**src/design/tbc_pkg.sv**
```systemverilog
// shared constants and types for the trimmed blob centroid core
// no dependencies
package tbc_pkg;

  localparam int MAX_PIXELS  = 256;
  localparam int COORD_BITS  = 11;
  localparam int FRAC_BITS   = 8;
  localparam int ADDR_W      = $clog2(MAX_PIXELS);
  localparam int CNT_W       = $clog2(MAX_PIXELS + 1);
  localparam int SUM_W       = COORD_BITS + ADDR_W;
  localparam int NX_W        = COORD_BITS + CNT_W;
  localparam int DIST_W      = 2 * NX_W + 1;
  localparam int CENTER_W    = 19;
  localparam int KEEP_W      = 7;
  localparam int QUO_W       = SUM_W + FRAC_BITS;
  localparam int QDEPTH      = 4;
  localparam int QPTR_W      = $clog2(QDEPTH);
  localparam int PROD_W      = CNT_W + KEEP_W;
  localparam int RECIP_W     = 13;
  localparam int RECIP_SHIFT = 19;
  localparam int RPROD_W     = PROD_W + RECIP_W;
  localparam logic [RECIP_W-1:0] RECIP = 13'd5243;
  localparam logic [KEEP_W-1:0]  KEEP_RESET = 7'd85;

  typedef struct packed {
    logic [COORD_BITS-1:0] x;
    logic [COORD_BITS-1:0] y;
    logic                  store;
    logic                  last;
    logic                  dropped;
  } pix_word_t;

  typedef struct packed {
    logic [CENTER_W-1:0] center_x;
    logic [CENTER_W-1:0] center_y;
    logic [CNT_W-1:0]    kept_count;
    logic                overflowed;
  } result_t;

endpackage

```
**src/design/tbc_front.sv**
```systemverilog
// front end: takes pixel words, classifies them as stored or dropped
// depends on tbc_pkg
module tbc_front
  import tbc_pkg::*;
(
  input  logic                  clk,
  input  logic                  rst,
  input  logic                  start,
  input  logic                  full,
  input  logic [COORD_BITS-1:0] pixel_x,
  input  logic [COORD_BITS-1:0] pixel_y,
  input  logic                  last_pixel,
  output logic                  push,
  output pix_word_t             word
);

  logic [CNT_W-1:0] count;
  logic             drop_flag;
  logic             fits;

  assign push         = start && !full;
  assign fits         = (count < CNT_W'(MAX_PIXELS));
  assign word.x       = pixel_x;
  assign word.y       = pixel_y;
  assign word.store   = fits;
  assign word.last    = last_pixel;
  assign word.dropped = drop_flag || !fits;

  always_ff @(posedge clk) begin
    if (rst) begin
      count     <= '0;
      drop_flag <= 1'b0;
    end else if (push) begin
      if (last_pixel) begin
        count     <= '0;
        drop_flag <= 1'b0;
      end else if (fits) begin
        count <= count + 1'b1;
      end else begin
        drop_flag <= 1'b1;
      end
    end
  end

endmodule

```
**config.mk**
```make
export PLATFORM = sky130hd
export DESIGN_NAME = tbc_front
export DESIGN_NICKNAME = d
export VERILOG_FILES = /design/src/design/tbc_pkg.sv /design/src/design/tbc_front.sv
export SDC_FILE = /design/constraint.sdc
export NUM_CORES = 1
export LEC_CHECK = 0
export BUFFER_PORTS_ARGS = -buffer_cell sky130_fd_sc_hd__buf_2
export CELL_PAD_IN_SITES_DETAIL_PLACEMENT = 1
export CELL_PAD_IN_SITES_GLOBAL_PLACEMENT = 1
export CORE_MARGIN = 2
export CORE_UTILIZATION = 28
export DETAILED_ROUTE_END_ITERATION = 7
export PLACE_DENSITY = 0.85
export SLEW_MARGIN = 20
export SYNTH_ARGS = -nofsm -noshare
export SYNTH_HDL_FRONTEND = slang
export SYNTH_SLANG_ARGS = --single-unit
export TNS_END_PERCENT = 1
```
**constraint.sdc**
```tcl
create_clock -name clk -period 2.19 [get_ports clk]
set_input_delay 0.438 -clock clk [delete_from_list [all_inputs] [get_ports clk]]
set_output_delay 0.438 -clock clk [all_outputs]
set_load 0.01 [all_outputs]
```
---- Yosys cells after proc, flatten, opt, wreduce, memory -nomap -nowiden ----
Cells that the tools add are included.
storage, ports and cells
  bits in registers ....................... 10
  input bits .............................. 27
  word-level logic and storage cells ...... 16
operators by class
  add/subtract/negate cells ............... 1
  magnitude comparators ................... 1
  equality and inequality tests ........... 1
  multiplexer cells ....................... 4
  reduce and logical (&&, ||, !) cells .... 7
operators with widths
  operator             count
  $mux 9               2
  $add 9x1->9 const B  1
  $lt 9x9->1 const B   1
  $reduce_and 2->1     2
  $logic_not 1->1      2
  $mux 1               2
  $ne 2x2->1 const B   1
  $reduce_bool 2->1    1
  $logic_and 1x1->1    1
  $logic_or 1x1->1     1

---- Depth between registers and ports, before layout ----
  depth in word-level cells ............... 3
  depth in mapped cells ................... 5
  mapped depth without buffers ............ 5

---- Worst setup path before layout ----
No wires, ideal clock.
  path type ............................... input port to flip-flop
  start point ............................. input port last_pixel
  end point ............................... register count[7]
  setup time .............................. 0.074 ns
  arrival ................................. 1.551 ns
  data required time ...................... 2.116 ns
  path slack .............................. 0.565 ns
  cell stages on the path ................. 4
  path buffers ............................ 1
  cells stage by stage .................... buf_6 -> or3b_4 -> or4_1 -> a31oi_1
between the ends
  longest elaborated chain between the ends .. 2
RTL lines
  element                      RTL line         text
  start, declared              tbc_front.sv:12  input logic last_pixel,
  $reduce_bool 2->1 (no line)  --
  $reduce_and 2->1 (no line)   --
  end signal, assigned         tbc_front.sv:38  count <= count + 1'b1;
  end, declared                tbc_front.sv:17  logic [CNT_W-1:0] count;
Parallel ways exist; a longest one is shown, timed or not.
A chain may end at the register's enable or synchronous reset.

---- Worst setup path after layout ----
  start point ............................. register count[2]
  end point ............................... register count[7]
between the ends
  longest elaborated chain between the ends .. 3
RTL lines
  element                                      RTL line
  $add 9x1->9 or $lt 9x9->1 (tied branches)    tbc_front.sv:38, tbc_front.sv:22
  $mux 9 or $reduce_bool 2->1 (tied branches)  --
  $mux 9 or $reduce_and 2->1 (tied branches)   --
Parallel ways exist; a longest one is shown, timed or not. The select of a mux whose other input is x is not followed.

==> flow_summary.toml <==
[worst_setup_path]
critical_path_class = "reg -> reg"
required_ns = 2.39
cpMaxStageDelayCell = "dfxtp_1"
worst_path_largest_cell_delay_ns = 0.49
crit_buf_inv = 0
cp.arrival_ns = 1.79
cp_cell_sequence = "and4_1 > nand4_1 > or4_1 > a31oi_1"
critPathTopFamily = "simple AND/OR/NAND/NOR gates"
cp_max_fo = 9
worstSetupStartpointType = "register"
endpoint_kind = "register"

[global_routing]
grt_pass1_vias = 447
antenna_found_initial = 0
grt-ovfl-total = 0
grt_pass1_wl_mm = 1.93
gr-usage-all-layers_pct = 9.57
grt_max_degree = 12

[clocking]
post_cts_buffers = 0
clk_latency_ns = 0.27
clk_root_buffer_cell = "clkbuf_4"
cts_buffer_depth = 2
cts.sinks = 10
cts-buffers-inserted = 3
h-tree-depth = 1
path_clk_slew_ns = 0.06
cts_resized = 0
hold_buffers = 0
cts_tree = "done"

[route]
ant_nets = 0
viasPerCell = 5.18
wl_mm = 1.39
vias = 518
dr.first_iter.drc_count = 3
wire_per_inst_um = 13.9
drtPass1Iterations = 3
drc = 0

[layout]
multi_input_area_um2 = 297
drive_gt1_share_pct = 20.0
nFillCells = 308
finalNetCount = 100
area.growth.synth_to_final_pct = -14.2
final_common_cell = "dfxtp_1"
ff_latch_area_um2 = 200
antennaDiodeCount = 0
layout_common_cells = "10 x dfxtp_1, 8 x a21oi_1, 8 x buf_2"

[synth]
synth_seq_area_share_pct = 28.4
synth-seq-cells = 10
synth_async_sr_flop_share_pct = 0
syn_nets = 114
yosysWarnings = 0
yosysUniqueCellTypes = 31
mappedNetlistArea_um2 = 704
synth-edff-count = 0
synth_top_area_cell = "dfxtp_1"
avgSynthCellArea_um2 = 8.19
synth_area_leaders = "dfxtp_1 28%, buf_4 26%, a21oi_1 5.7%, o21ai_0 4.3%, nand4_1 2.7%"
yosysTopAreaCellShare_pct = 28.4
synth_ff_type = "dfxtp_1"
syn_inst = 86

[floorplan]
die-area_um2 = 2930
core_area_um2 = 2430
start_util_pct = 29.0
die_y_um = 54.2
ioPinCount = 53
placementRows = 18
fp.dieW_um = 54.2

[timing]
fin_skew_ns = 0.00785
setup_viol = 0
worst_hold_slack_ns = 0.470
clock.fmax_mhz = 628
rsz0062_at_grt = "false"
min_period_ns = 1.59
max_slew_margin_pct = 70.9
fin_crit_sh_pct = 72.7
slew_violations = 0
hold_viol = 0
fin_tns_setup_ns = 0
worst_slew_pin_slew_ns = 0.435

[placement]
port_buffers = 8
dp_hpwl_mm = 1.09
gp_congestion = 0.813

[power_and_ir_drop]
p_leak_nw = 0.216
vdd_drop_max_mv = 0.236
p_per_area_nw_per_um2 = 552

[job]
cap_violations = 0

[status]
outcome = "finished clean"

[min_path]
min_path_type = "in -> reg"
state kept, by name (all words and copies together) (netlist names):
signal,flops
drop_flag,1
count,9
layout make-up:
type                       count  share of cell area, %
multi-input combinational     47                   49.1
clock buffer                   3                   3.73
timing repair buffer           8                   6.63
sequential                    10                   33.1
tap                           30                   6.21
inverter                       2                   1.24
cell families after synthesis:
group / after synthesis / synth area share (%)
buf+inv: 29 / 29.5
simple gates: 25 / 22.6
compound gates: 20 / 16.3
flops: 10 / 28.4
mux: 1 / 1.42
fa+ha+maj: 1 / 1.78
metrics by stage:
stage,instances,area (um^2),util (%),total power [mW],setup WS (ns)
global route,100,604,24.8,0.347,0.486
floorplan,86,704,-,0.248,0.565
detailed placement,97,582,23.9,0.214,0.416
CTS,100,604,24.8,0.340,0.611
finish,100,604,24.8,0.333,0.599
global placement,97,582,23.9,0.213,0.479
layer usage:
layer / global-route usage [%] / part of all wire (%)
met5: 0 / 0
met4: 6.67 / 2.7
met3: 4.72 / 8.4
met2: 14.1 / 47
met1: 10.7 / 42
cells in the mapped netlist (2+ instances only):
library cell / number
dfxtp_1: 10
a21oi_1: 8
nand2_1: 2
inv_1: 2
or3_1: 2
nor2_1: 4
o21ai_0: 6
buf_4: 24
a31oi_1: 2
nand3_1: 3
nand4_1: 3
power breakdown:
| part | total, mW | internal [mW] | switching, mW |
|---|---|---|---|
| combinational | 0.0260 | 0.00968 | 0.0163 |
| clock | 0.123 | 0.0634 | 0.0599 |
| sequential | 0.184 | 0.183 | 0.00119 |
path summary, 6_finish.rpt:
| kind | startpoint | to | slack (ns) | depth (start not counted) |
|---|---|---|---|---|
| min reg2reg | count[7]$_SDFFE_PP0P_ | count[7]$_SDFFE_PP0P_ | 0.52 | 2 |
| max reg2reg | count[2]$_SDFFE_PP0P_ | count[7]$_SDFFE_PP0P_ | 0.60 | 4 |
| min | rst | count[5]$_SDFFE_PP0P_ | 0.47 | 2 |
| max | count[2]$_SDFFE_PP0P_ | count[7]$_SDFFE_PP0P_ | 0.60 | 4 |
worst register-to-register path: stages (launching register included):
cell,delay [ns]
dfxtp_1,0.49
and4_1,0.31
nand4_1,0.14
or4_1,0.42
a31oi_1,0.17
Note: power is estimated with default switching activity, not from simulation.
