--- config.mk ---
export PLATFORM = sky130hd
export DESIGN_NAME = tbc_queue
export DESIGN_NICKNAME = d
export VERILOG_FILES = /design/src/design/tbc_pkg.sv /design/src/design/tbc_queue.sv
export SDC_FILE = /design/constraint.sdc
export NUM_CORES = 1
export LEC_CHECK = 0
export BUFFER_PORTS_ARGS = -buffer_cell sky130_fd_sc_hd__buf_2
export CAP_MARGIN = 25
export CORE_UTILIZATION = 60
export CTS_BUF_LIST = sky130_fd_sc_hd__clkbuf_16
export CTS_CLUSTER_SIZE = 10
export DETAILED_ROUTE_END_ITERATION = 8
export HOLD_SLACK_MARGIN = 0.02
export PLACE_DENSITY = 0.82
export REMOVE_ABC_BUFFERS = 1
export SYNTH_ARGS = -nofsm -noshare
export SYNTH_HDL_FRONTEND = slang
export SYNTH_SLANG_ARGS = --single-unit
--- constraint.sdc ---
create_clock -name clk -period 3.5 [get_ports clk]
set_input_delay 0.175 -clock clk [delete_from_list [all_inputs] [get_ports clk]]
set_output_delay 0.175 -clock clk [all_outputs]
set_load 0.03 [all_outputs]
--- src/design/tbc_pkg.sv ---
// shared constants and types for the trimmed blob centroid core
// no dependencies
package tbc_pkg;

  localparam int MAX_PIXELS  = 256;
  localparam int COORD_BITS  = 11;
  localparam int FRAC_BITS   = 8;
  localparam int ADDR_W      = $clog2(MAX_PIXELS);
  localparam int CNT_W       = $clog2(MAX_PIXELS + 1);
  localparam int SUM_W       = COORD_BITS + ADDR_W;
  localparam int NX_W        = COORD_BITS + CNT_W;
  localparam int DIST_W      = 2 * NX_W + 1;
  localparam int CENTER_W    = 19;
  localparam int KEEP_W      = 7;
  localparam int QUO_W       = SUM_W + FRAC_BITS;
  localparam int QDEPTH      = 4;
  localparam int QPTR_W      = $clog2(QDEPTH);
  localparam int PROD_W      = CNT_W + KEEP_W;
  localparam int RECIP_W     = 13;
  localparam int RECIP_SHIFT = 19;
  localparam int RPROD_W     = PROD_W + RECIP_W;
  localparam logic [RECIP_W-1:0] RECIP = 13'd5243;
  localparam logic [KEEP_W-1:0]  KEEP_RESET = 7'd85;

  typedef struct packed {
    logic [COORD_BITS-1:0] x;
    logic [COORD_BITS-1:0] y;
    logic                  store;
    logic                  last;
    logic                  dropped;
  } pix_word_t;

  typedef struct packed {
    logic [CENTER_W-1:0] center_x;
    logic [CENTER_W-1:0] center_y;
    logic [CNT_W-1:0]    kept_count;
    logic                overflowed;
  } result_t;

endpackage

--- src/design/tbc_queue.sv ---
// short word queue between front and back end
// depends on tbc_pkg
module tbc_queue
  import tbc_pkg::*;
(
  input  logic      clk,
  input  logic      rst,
  input  logic      push,
  input  pix_word_t push_word,
  input  logic      pop,
  output logic      full,
  output logic      empty,
  output pix_word_t head
);

  pix_word_t           slots [QDEPTH];
  logic [QPTR_W-1:0]   wr_ptr;
  logic [QPTR_W-1:0]   rd_ptr;
  logic [QPTR_W:0]     fill;

  assign full  = (fill == (QPTR_W+1)'(QDEPTH));
  assign empty = (fill == '0);
  assign head  = slots[rd_ptr];

  always_ff @(posedge clk) begin
    if (push) begin
      slots[wr_ptr] <= push_word;
    end
    if (rst) begin
      wr_ptr <= '0;
      rd_ptr <= '0;
      fill   <= '0;
    end else begin
      if (push) begin
        wr_ptr <= wr_ptr + 1'b1;
      end
      if (pop) begin
        rd_ptr <= rd_ptr + 1'b1;
      end
      if (push && !pop) begin
        fill <= fill + 1'b1;
      end else if (pop && !push) begin
        fill <= fill - 1'b1;
      end
    end
  end

endmodule

# Yosys cells after proc, flatten, opt, wreduce, memory -nomap -nowiden

Memories as Yosys holds them, arrays and structs flattened. A register that Yosys moved wholly into a read port is not among the register bits.
Cells that the tools add are included.

Add/sub/neg operators: 4
Equality and inequality tests: 1
Multiplexer cells: 6
Reductions and logical operators: 6

Operators by type and width:

| operator                                          | number |
|---|---|
| two-way mux 3 bit                                 | 2 |
| adder 2 x 1 -> 2 bit (second input constant)      | 2 |
| two-way mux 2 bit                                 | 2 |
| adder 3 x 1 -> 3 bit (second input constant)      | 1 |
| equality test 3 bit (second input constant)       | 1 |
| logical NOT 3 bit                                 | 1 |
| subtractor 3 x 1 -> 3 bit (second input constant) | 1 |
| logical AND 1 bit                                 | 2 |
| logical NOT 1 bit                                 | 2 |
| two-way mux 1 bit                                 | 2 |
| nonzero test 2 bit                                | 1 |

Bits in registers: 7
Bits in writable memories: 100
Bits of input ports: 29
Output and inout bits: 27
Word-level logic and storage cells: 21
Memories: 1

Memory list:

| memory | words | bits a word | read ports | clocked after Yosys merged registers in | write ports | RTL line        | source |
|---|---|---|---|---|---|---|---|
| slots  | 4     | 25          | 1          | 1                                       | 1           | tbc_queue.sv:16 | `pix_word_t slots [QDEPTH];` |

# Depth between registers and ports, before layout

Gate-level depths: netlist of run 1.

Depth in word-level cells: 4
Gate-level depth with buffers: 7
Gate-level depth less buffers: 7

# Least setup slack after synthesis of run 1

OpenSTA, ideal clock, no wires.

Path kind: register -> register
From: register wr_ptr[0]
To: memory slots[2][0] (netlist bit), enable pin
Library setup time: 0.384 ns
Arrival time: 1.175 ns
Required time: 3.116 ns
Setup slack: 1.941 ns
Cell stages (with the launch flop): 4
Path buffers: 0
Clock period less this slack: 1.559 ns
Cell sequence: dfxtp_1 -> inv_1 -> ha_1 -> and2_1

RTL lines:

| what                     | RTL line        | source |
|---|---|---|
| start: declaration       | tbc_queue.sv:17 | `logic [QPTR_W-1:0] wr_ptr;` |
| start signal: assignment | tbc_queue.sv:35 | `wr_ptr <= wr_ptr + 1'b1;` |
| end: declaration         | tbc_queue.sv:16 |  |

Straight into the memory's write port.

==> results of run 1 <==
## logic make-up after synthesis
logic type | synth area share [%]
adders and majority gates | 2.024
buffers and inverters | 2.085
and+or+nand+nor | 1.809
DFF | 78.01
xor gates and xnor gates | 1.073
AOI/OAI and AO/OA | 0.2451
muxes | 14.75
## worst paths after layout
kind / to / depth (start not counted) / slack (ns) / from
setup / recovery: head[20] / 2 / 1.26 / flip-flop
setup reg to reg: fill[2] / 4 / 1.98 / fill[0]
hold / removal: slots[1][1] / 1 / 0.05 / push_word[1]
hold reg to reg: fill[2] / 2 / 0.52 / fill[2]
## registers in the layout (all words and copies together) (netlist names), named ones only
name	flops
rd_ptr	2
wr_ptr	2
slots	100
fill	3
## area by class of cell
class                           count  area [µm²]  area share (%)
Inverter                            4       15.01          0.3171
Multi-Input combinational cell     55       812.0           17.15
Sequential cell                   109        3184           67.26
Clock buffer                        9       225.2           4.757
Timing Repair Buffer               60       312.8           6.607
Tap cell                           77       96.34           2.035
Clock inverter                      7       88.84           1.876
## per-stage QoR
step | utilization [%] | power (mW) | setup slack [ns]
4_1_cts | 73.30 | 2.936 | 1.198
3_5_place_dp | 68.44 | 1.903 | 1.552
5_1_grt | 73.30 | 3.008 | 1.100
3_3_place_gp | 68.44 | 1.892 | 1.542
2_1_floorplan | - | 1.788 | 1.349
6_report | 73.30 | 2.913 | 1.261
## placed cells by master, fill, tap and decap left out, types with 2 or more instances in the layout
master,count
xnor2_1,2
inv_1,5
mux4_1,5
clkbuf_16,9
ha_1,5
buf_2,55
edfxtp_1,100
and2_1,4
dfxtp_1,8
mux4_2,20
buf_4,5
xor2_1,3
clkinv_1,2
nor2_1,7
bufinv_16,2
mux2i_1,2
## worst max-delay path: stages, from the launching register on
cell     delay (ns)
dfxtp_2        0.88
mux4_1         0.65
buf_2          0.20
## power by group through the flow
stage | Combinational (mW) | Clock, mW | Sequential [mW]
after floorplan | 0.234 | 0 | 1.55
after global placement | 0.329 | 0 | 1.56
after detailed placement | 0.336 | 0 | 1.57
after CTS | 0.339 | 1.06 | 1.54
after global routing | 0.359 | 1.10 | 1.55
final | 0.337 | 1.04 | 1.54
## layer usage
layer	up-vias	share of wire, %	global-route usage (%)
met4	0	2.1	10.63
met1	939	43	25.56
met3	13	4.8	5.310
met2	54	50	33.23
li1	841	-	-
met5	-	0	0
==> reports/summary.txt, run 1 <==
status -> finished, violations left
failing checks -> design-rule violations
period utilization -> 63.97%
wire per inst -> 20.31 µm
IO Port Bufs -> 55
largest net degree at the start of global routing -> 26
most frequent cells after synthesis -> edfxtp_1 (100), mux4_2 (20), dfxtp_1 (9), nor2_1 (7)
H-tree lvl count -> 3
critical path type -> reg -> out
Flop pwr share -> 52.8%
Starting Density -> 63.17%
drt pass-1 iters -> 8
initial antenna violation count -> 0
Final Net Count -> 274
Post-synth top flop -> edfxtp_1
RSZ-0062 raised after global routing -> no
post-synthesis async set-or-reset flop share -> 0%
post-DP HPWL -> 3781 µm
sw frac -> 22.82%
share of the yosys chip area belonging to registers -> 78.01%
Cell variety after synth -> 23
Die Footprint -> 7134 µm²
DP Cell Count -> 305
hold buffer count at CTS -> 0
post-CTS setup buffers -> 0
fin. max-slew vios -> 0
Yosys top cell by area -> edfxtp_1
Design Area, Final -> 4735 µm²
leakage -> 1.670 nW
post-CTS sizing -> 0
f_max -> 446.7 MHz
I/O pin count -> 56
worst vdd ir -> 360.8 µV
ANT cells -> 0
Final TNS setup -> 0 ns
total vias in the final route -> 1847
FP Rows -> 29
Max-slew headroom -> 44.20%
final setup vio count -> 0
routability cong. -> 0.6792
initial drt markers -> 99
P_sw -> 0.6647 mW
clock power share -> 35.7%
area delta synth->final -> 16.04%
Antenna Nets Post-Route -> 0
Detailed Route WL -> 6521 µm
Seq cells post-synth -> 109
DRC -> 9
clock transition at the registers of the reported paths -> 0.06 ns
CTS tree -> done
CP Data Arrival Time -> 2.06 ns
Finished Layout Cells -> 321
MaxCap Viol Count -> 0
vias in the first global route -> 1935
cells after synthesis -> 175
Chip Width -> 84.47 µm
combinational share of power -> 11.6%
fill cell count -> 378
cell with the most instances after synthesis -> edfxtp_1
Data required, critical path -> 3.32 ns
Synth top area share -> 73.60%
via/cell ratio -> 5.754
Post-synth EDFFs -> 100
Worst-Skew Late Latency -> 0.34 ns
Power Dens Cells -> 615.3 nW/µm²
GRT overflow -> 0
Clock Skews -> 0.007724 ns
placed inst area -> 4420 µm²
synthesized area -> 4080 µm²
startpoint types -> flip-flop
final hold vios -> 0
Min Clock Period, post-route -> 2.239 ns
share of layout cells above drive strength 1 -> 38.52%
first-pass GRT wire length -> 10070 µm
root buffer cell -> clkbuf_16
total CTS buffers -> 9
Vert. Die Dim -> 84.47 µm
Int Pwr -> 2.248 mW
CP Max Fanout -> 25
Syn. warnings -> 0
GRT Total Usage -> 20.34%
slew of the pin with the lowest slew margin -> 0.8370 ns
HP Class -> in -> reg
clock sinks -> 109
top cells by area, synth -> edfxtp_1 (74%), mux4_2 (11%), dfxtp_1 (4.4%)
clk buf depth -> 2
crit end category -> primary output
mean post-synth cell area -> 23.32 µm²
Fin Hold WS -> 0.05265 ns
core area -> 6459 µm²
Power figures use the tool's default switching activity.
==> inputs of run 2 (changes only) <==
--- a/config.mk
+++ b/config.mk
@@ -7,12 +7,12 @@
 export LEC_CHECK = 0
 export BUFFER_PORTS_ARGS = -buffer_cell sky130_fd_sc_hd__buf_2
 export CAP_MARGIN = 25
-export CORE_UTILIZATION = 60
+export CORE_UTILIZATION = 51
 export CTS_BUF_LIST = sky130_fd_sc_hd__clkbuf_16
 export CTS_CLUSTER_SIZE = 10
 export DETAILED_ROUTE_END_ITERATION = 8
 export HOLD_SLACK_MARGIN = 0.02
-export PLACE_DENSITY = 0.82
+export PLACE_DENSITY = 0.74
 export REMOVE_ABC_BUFFERS = 1
 export SYNTH_ARGS = -nofsm -noshare
 export SYNTH_HDL_FRONTEND = slang
==> constraint.sdc (replaced) <==
create_clock -name clk -period 1.8 [get_ports clk]
set_input_delay 0.09 -clock clk [delete_from_list [all_inputs] [get_ports clk]]
set_output_delay 0.09 -clock clk [all_outputs]
set_load 0.03 [all_outputs]
==> reports/summary.txt, run 2 (synthesis gave the netlist of run 1 again) <==
status -> completed (was finished, violations left)
Max-slew headroom -> 73.78% (was 44.20%)
placed inst area -> 4532 µm² (was 4420 µm²)
sw frac -> 22.78% (was 22.82%)
leakage -> 1.831 nW (was 1.670 nW)
post-DP HPWL -> 4221 µm (was 3781 µm)
Data required, critical path -> 1.71 ns (was 3.32 ns)
first-pass GRT wire length -> 10710 µm (was 10070 µm)
worst reg2reg startpoint -> fill[0] (unchanged)
clock power share -> 34.9% (was 35.7%)
Flop pwr share -> 51.4% (was 52.8%)
hold path cells -> 3 (was 1)
core area -> 7727 µm² (was 6459 µm²)
slew of the pin with the lowest slew margin -> 0.3933 ns (was 0.8370 ns)
Biggest register -> slots (unchanged)
min setup slack post-route -> 0.05184 ns (was 1.261 ns)
GRT overflow -> 0 (unchanged)
CP Max Fanout -> 6 (was 25)
via/cell ratio -> 5.246 (was 5.754)
combinational share of power -> 13.7% (was 11.6%)
largest net degree at the start of global routing -> 26 (unchanged)
R2R setup slack -> 0.30 ns (was 1.98 ns)
clk buf depth -> 2 (unchanged)
Max stage delay on crit path -> 0.55 ns (was 0.88 ns)
GRT Total Usage -> 17.43% (was 20.34%)
Slowest cell on crit path -> mux4_1 (was dfxtp_2)
area delta synth->final -> 26.07% (was 16.04%)
clock transition at the registers of the reported paths -> 0.07 ns (was 0.06 ns)
HP Class -> in -> reg (unchanged)
fin. max-slew vios -> 0 (unchanged)
vias in the first global route -> 2096 (was 1935)
initial antenna violation count -> 0 (unchanged)
MaxCap Viol Count -> 0 (unchanged)
IO Port Bufs -> 55 (unchanged)
Chip Width -> 91.45 µm (was 84.47 µm)
Die Footprint -> 8362 µm² (was 7134 µm²)
RSZ-0062 raised after global routing -> no (unchanged)
wire per inst -> 18.01 µm (was 20.31 µm)
R2R Path End -> fill[2] (unchanged)
most common cell after layout, fill and taps aside -> edfxtp_1 (unchanged)
critical path cell sequence -> buf_4 > mux4_1 > buf_2 (was mux4_1 > buf_2)
Int Pwr -> 4.439 mW (was 2.248 mW)
Clock Skews -> 0.006141 ns (was 0.007724 ns)
cell family with most CP delay -> multiplexers (was flip-flops)
root buffer cell -> clkbuf_16 (unchanged)
Power Dens Cells -> 1118 nW/µm² (was 615.3 nW/µm²)
ANT cells -> 0 (unchanged)
f_max -> 572.0 MHz
CTS tree -> done (unchanged)
I/O pin count -> 56 (unchanged)
drt pass-1 iters -> 4 (was 8)
H-tree lvl count -> 3 (unchanged)
total vias in the final route -> 1983 (was 1847)
clock sinks -> 109 (unchanged)
startpoint types -> flip-flop (unchanged)
most frequent cells in the layout -> edfxtp_1 (100), buf_2 (55), dlygate4sd3_1 (26) (was edfxtp_1 (100), buf_2 (55), mux4_2 (20))
Detailed Route WL -> 6809 µm (was 6521 µm)
Starting Density -> 52.80% (was 63.17%)
share of layout cells above drive strength 1 -> 36.23% (was 38.52%)
crit end category -> primary output (unchanged)
total CTS buffers -> 9 (unchanged)
P_sw -> 1.310 mW (was 0.6647 mW)
Core Util, Final -> 66.56% (was 73.30%)
final setup vio count -> 0 (unchanged)
worst vdd ir -> 585.8 µV (was 360.8 µV)
Largest regs -> slots (100), fill (3) (unchanged)
CP Data Arrival Time -> 1.66 ns (was 2.06 ns)
Worst-Skew Late Latency -> 0.33 ns (was 0.34 ns)
DRC -> 0 (was 9)
Final Net Count -> 307 (was 274)
FP Rows -> 32 (was 29)
initial drt markers -> 91 (was 99)
routability cong. -> 0.6726 (was 0.6792)
R2R cell count -> 4 (unchanged)
period utilization -> 97.12%
Antenna Nets Post-Route -> 0 (unchanged)
final hold vios -> 0 (unchanged)
Min Clock Period, post-route -> 1.748 ns
Vert. Die Dim -> 91.45 µm (was 84.47 µm)
Fin Hold WS -> 0.07354 ns (was 0.05265 ns)
max reg flops -> 100 (unchanged)
CP bufs+invs -> 2 (was 1)
Worst Hold Launch -> pop (was push_word[1])
critical path type -> reg -> out (unchanged)
Place WS -> 0.1876 ns (was 1.552 ns)
Design Area, Final -> 5144 µm² (was 4735 µm²)
hold endpoint -> rd_ptr[0] (was slots[1][1])
[run 2: cell types whose count changed in the layout (fill, tap and decap cells not counted), sizes merged]
cell         previous run  this run
clkbuf                  9        10
dlygate4sd3             0        26
inv                     6         5
buf                    60        66
[run 2: how the worst max path moves through the flow]
stage / startpoint / end / slack (ns) / cells after the start
detailed placement: push / fill[2] / 0.19 / 7
global route: flip-flop / head[21] / 0.009 / 3
floorplan: flip-flop / head[11] / -0.27 / 1
finish: flip-flop / head[21] / 0.05 / 3
global placement: push / fill[2] / 0.28 / 7
CTS: flip-flop / head[11] / -0.01 / 3
[run 2: repair_timing]
item	in CTS	in global routing
setup endpoints to repair	20	14
endpoints found under the hold margin	104	0
setup buffers	0	2
hold buffers	26	0
cloned	0	1
resized for setup	1	1
[run 2: metal layers]
metal / GRT usage [%] / routed length, µm / up-vias
li1: - / - / 912
met1: 22.66 / 2982 / 1005
met2: 28.95 / 3462 / 57
met3: 3.266 / 276 / 9
met4: 7.407 / 87 / 0
met5: 0 / 0 / -
[run 2: power by group through the flow]
stage | Clock, mW | Sequential, mW | Combinational (mW)
3_3_place_gp | 0 | 3.00 | 0.716
3_5_place_dp | 0 | 3.01 | 0.733
6_report | 2.01 | 2.95 | 0.789
4_1_cts | 2.04 | 2.95 | 0.778
2_1_floorplan | 0 | 3.02 | 0.454
5_1_grt | 2.13 | 2.96 | 0.840
[run 2: worst reg2reg max path, stage by stage (launching register included)]
cell and delay [ns]:
dfxtp_1 0.36, fa_1 0.45, xor2_1 0.17, or3_1 0.30, a21oi_1 0.16
[run 2: final cells by class]
class	count	area, µm²
Fill cell	505	2584
Timing Repair Buffer	93	696.9
Multi-Input combinational cell	55	812.0
Clock inverter	6	80.08
Tap cell	102	127.6
Inverter	4	15.01
Sequential cell	109	3187
Clock buffer	9	225.2
[run 2: stage by stage]
stage	power (mW)	setup TNS (ns)	cells
2_1_floorplan	3.477	-4.535	168
4_1_cts	5.769	-0.01438	375
6_report	5.748	0	378
3_5_place_dp	3.742	0	334
3_3_place_gp	3.718	0	334
5_1_grt	5.936	0	378
==> inputs of run 3 (changes only) <==
--- a/config.mk
+++ b/config.mk
@@ -9,10 +9,12 @@
 export CAP_MARGIN = 25
 export CORE_UTILIZATION = 51
 export CTS_BUF_LIST = sky130_fd_sc_hd__clkbuf_16
+export CTS_CLUSTER_DIAMETER = 100
 export CTS_CLUSTER_SIZE = 10
 export DETAILED_ROUTE_END_ITERATION = 8
 export HOLD_SLACK_MARGIN = 0.02
 export PLACE_DENSITY = 0.74
+export RECOVER_POWER = 100
 export REMOVE_ABC_BUFFERS = 1
 export SYNTH_ARGS = -nofsm -noshare
 export SYNTH_HDL_FRONTEND = slang
==> reports/summary.txt, run 3 (synthesis gave the netlist of run 1 again) <==
status -> completed (unchanged)
total CTS buffers -> 9 (unchanged)
FP Rows -> 32 (unchanged)
most frequent cells in the layout -> edfxtp_1 (100), clkbuf_1 (27), dlygate4sd3_1 (26) (was edfxtp_1 (100), buf_2 (55), dlygate4sd3_1 (26))
Final Net Count -> 307 (unchanged)
area delta synth->final -> 24.44% (was 26.07%)
drt pass-1 iters -> 4 (unchanged)
clock sinks -> 109 (unchanged)
critical path type -> reg -> out (unchanged)
Int Pwr -> 4.420 mW (was 4.439 mW)
R2R cell count -> 3 (was 4)
CP Max Fanout -> 6 (unchanged)
met3 wire len -> 256 µm (was 276 µm)
max reg flops -> 100 (unchanged)
Max stage delay on crit path -> 0.56 ns (was 0.55 ns)
DP Cell Count -> 334 (unchanged)
Biggest register -> slots (unchanged)
Largest regs -> slots (100), fill (3) (unchanged)
GRT overflow -> 0 (unchanged)
initial drt markers -> 83 (was 91)
HP Class -> in -> reg (unchanged)
placed inst area -> 4532 µm² (unchanged)
crit end category -> primary output (unchanged)
Detailed Route WL -> 6767 µm (was 6809 µm)
Min Clock Period, post-route -> 1.749 ns (was 1.748 ns)
ANT cells -> 0 (unchanged)
root buffer cell -> clkbuf_16 (unchanged)
wire per inst -> 17.90 µm (was 18.01 µm)
Vert. Die Dim -> 91.45 µm (unchanged)
largest net degree at the start of global routing -> 26 (unchanged)
Fin Hold WS -> 0.07306 ns (was 0.07354 ns)
CP Data Arrival Time -> 1.66 ns (about the same)
Routed met1 length -> 2965 µm (was 2982 µm)
Power Dens Cells -> 1128 nW/µm² (was 1118 nW/µm²)
via/cell ratio -> 5.228 (was 5.246)
cell family with most CP delay -> multiplexers (unchanged)
core area -> 7727 µm² (unchanged)
fin. max-slew vios -> 0 (unchanged)
Die Footprint -> 8362 µm² (unchanged)
RSZ-0062 raised after global routing -> no (unchanged)
hold path cells -> 3 (unchanged)
Worst-Skew Late Latency -> 0.34 ns (was 0.33 ns)
post-DP HPWL -> 4221 µm (unchanged)
H-tree lvl count -> 3 (unchanged)
sw frac -> 22.84% (was 22.78%)
Flop pwr share -> 51.6% (was 51.4%)
clk buf depth -> 2 (unchanged)
final setup vio count -> 0 (unchanged)
worst reg2reg startpoint -> wr_ptr[0] (was fill[0])
share of layout cells above drive strength 1 -> 26.45% (was 36.23%)
clock transition at the registers of the reported paths -> 0.07 ns (about the same)
period utilization -> 97.19% (was 97.12%)
critical path cell sequence -> buf_4 > mux4_1 > buf_2 (unchanged)
leakage -> 1.749 nW (was 1.831 nW)
final hold vios -> 0 (unchanged)
CP bufs+invs -> 2 (unchanged)
P_sw -> 1.308 mW (was 1.310 mW)
initial antenna violation count -> 0 (unchanged)
Starting Density -> 52.80% (unchanged)
WL met2 -> 3458 µm (was 3462 µm)
Worst Hold Launch -> pop (unchanged)
f_max -> 571.6 MHz (was 572.0 MHz)
Stages on worst setup path -> 3 (unchanged)
Finished Layout Cells -> 378 (unchanged)
MaxCap Viol Count -> 0 (unchanged)
Final TNS setup -> 0 ns (unchanged)
worst vdd ir -> 593.7 µV (was 585.8 µV)
IO Port Bufs -> 55 (unchanged)
Slowest cell on crit path -> mux4_1 (unchanged)
most common cell after layout, fill and taps aside -> edfxtp_1 (unchanged)
routability cong. -> 0.6726 (unchanged)
startpoint types -> flip-flop (unchanged)
I/O pin count -> 56 (unchanged)
total vias in the final route -> 1976 (was 1983)
GRT Total Usage -> 17.43% (unchanged)
Data required, critical path -> 1.71 ns (about the same)
combinational share of power -> 13.5% (was 13.7%)
Max-slew headroom -> 51.41% (was 73.78%)
Chip Width -> 91.45 µm (unchanged)
DRC -> 0 (unchanged)
clock power share -> 34.9% (about the same)
Clock Skews -> 0.006075 ns (was 0.006141 ns)
Place WS -> 0.1876 ns (unchanged)
CTS tree -> done (unchanged)
slew of the pin with the lowest slew margin -> 0.7288 ns (was 0.3933 ns)
first-pass GRT wire length -> 10710 µm (unchanged)
Antenna Nets Post-Route -> 0 (unchanged)
max layer used -> met4 (unchanged)
min setup slack post-route -> 0.05051 ns (was 0.05184 ns)
vias in the first global route -> 2096 (unchanged)
Design Area, Final -> 5077 µm² (was 5144 µm²)
[run 3: layout make-up]
class	instances	area [µm²]
timing repair buffer	93	630.6
fill	528	2650
tap	102	127.6
clock buffer	9	225.2
clock inverter	6	80.08
multi-input combinational	55	812.0
inverter	4	15.01
sequential	109	3187
[run 3: final timing paths]
| kind | slack (ns) | to |
|---|---|---|
| min reg2reg | 0.52 | fill[2] |
| min | 0.07 | rd_ptr[0] |
| max reg2reg | 0.15 | slots[3][20] |
| max | 0.05 | head[21] |
[run 3: power by group through the flow]
stage               Sequential (mW)  Clock (mW)  Combinational, mW
global route                   2.97        2.13              0.824
floorplan                      3.02           0              0.454
CTS                            2.95        2.04              0.778
detailed placement             3.01           0              0.733
global placement               3.00           0              0.716
finish                         2.95        2.00              0.773
[run 3: stage by stage]
step                      utilization (%)  total power, mW
final                               65.71            5.728
after global routing                65.71            5.920
after CTS                           66.00            5.769
after detailed placement            58.65            3.742
after global placement              58.65            3.718
after floorplan                         -            3.477
[run 3: tightest hold or removal path: cells and delay by family]
family	cells	cell delay, ns
xor+xnor	1	0.09
buf+inv	1	0.11
simple gates	1	0.09
[run 3: routing by layer]
layer | up-vias | global-route usage [%]
li1 | 908 | -
met2 | 49 | 28.95
met1 | 1010 | 22.66
met3 | 9 | 3.266
met4 | 0 | 7.407
met5 | - | 0
[run 3: what timing repair did]
item	in CTS	in global routing
pin swaps	0	0
buffers inserted	0	2
cloned	0	1
gates resized for setup	1	1
hold buffers	26	0
hold endpoints to repair	104	0
endpoints found under the setup margin	20	14
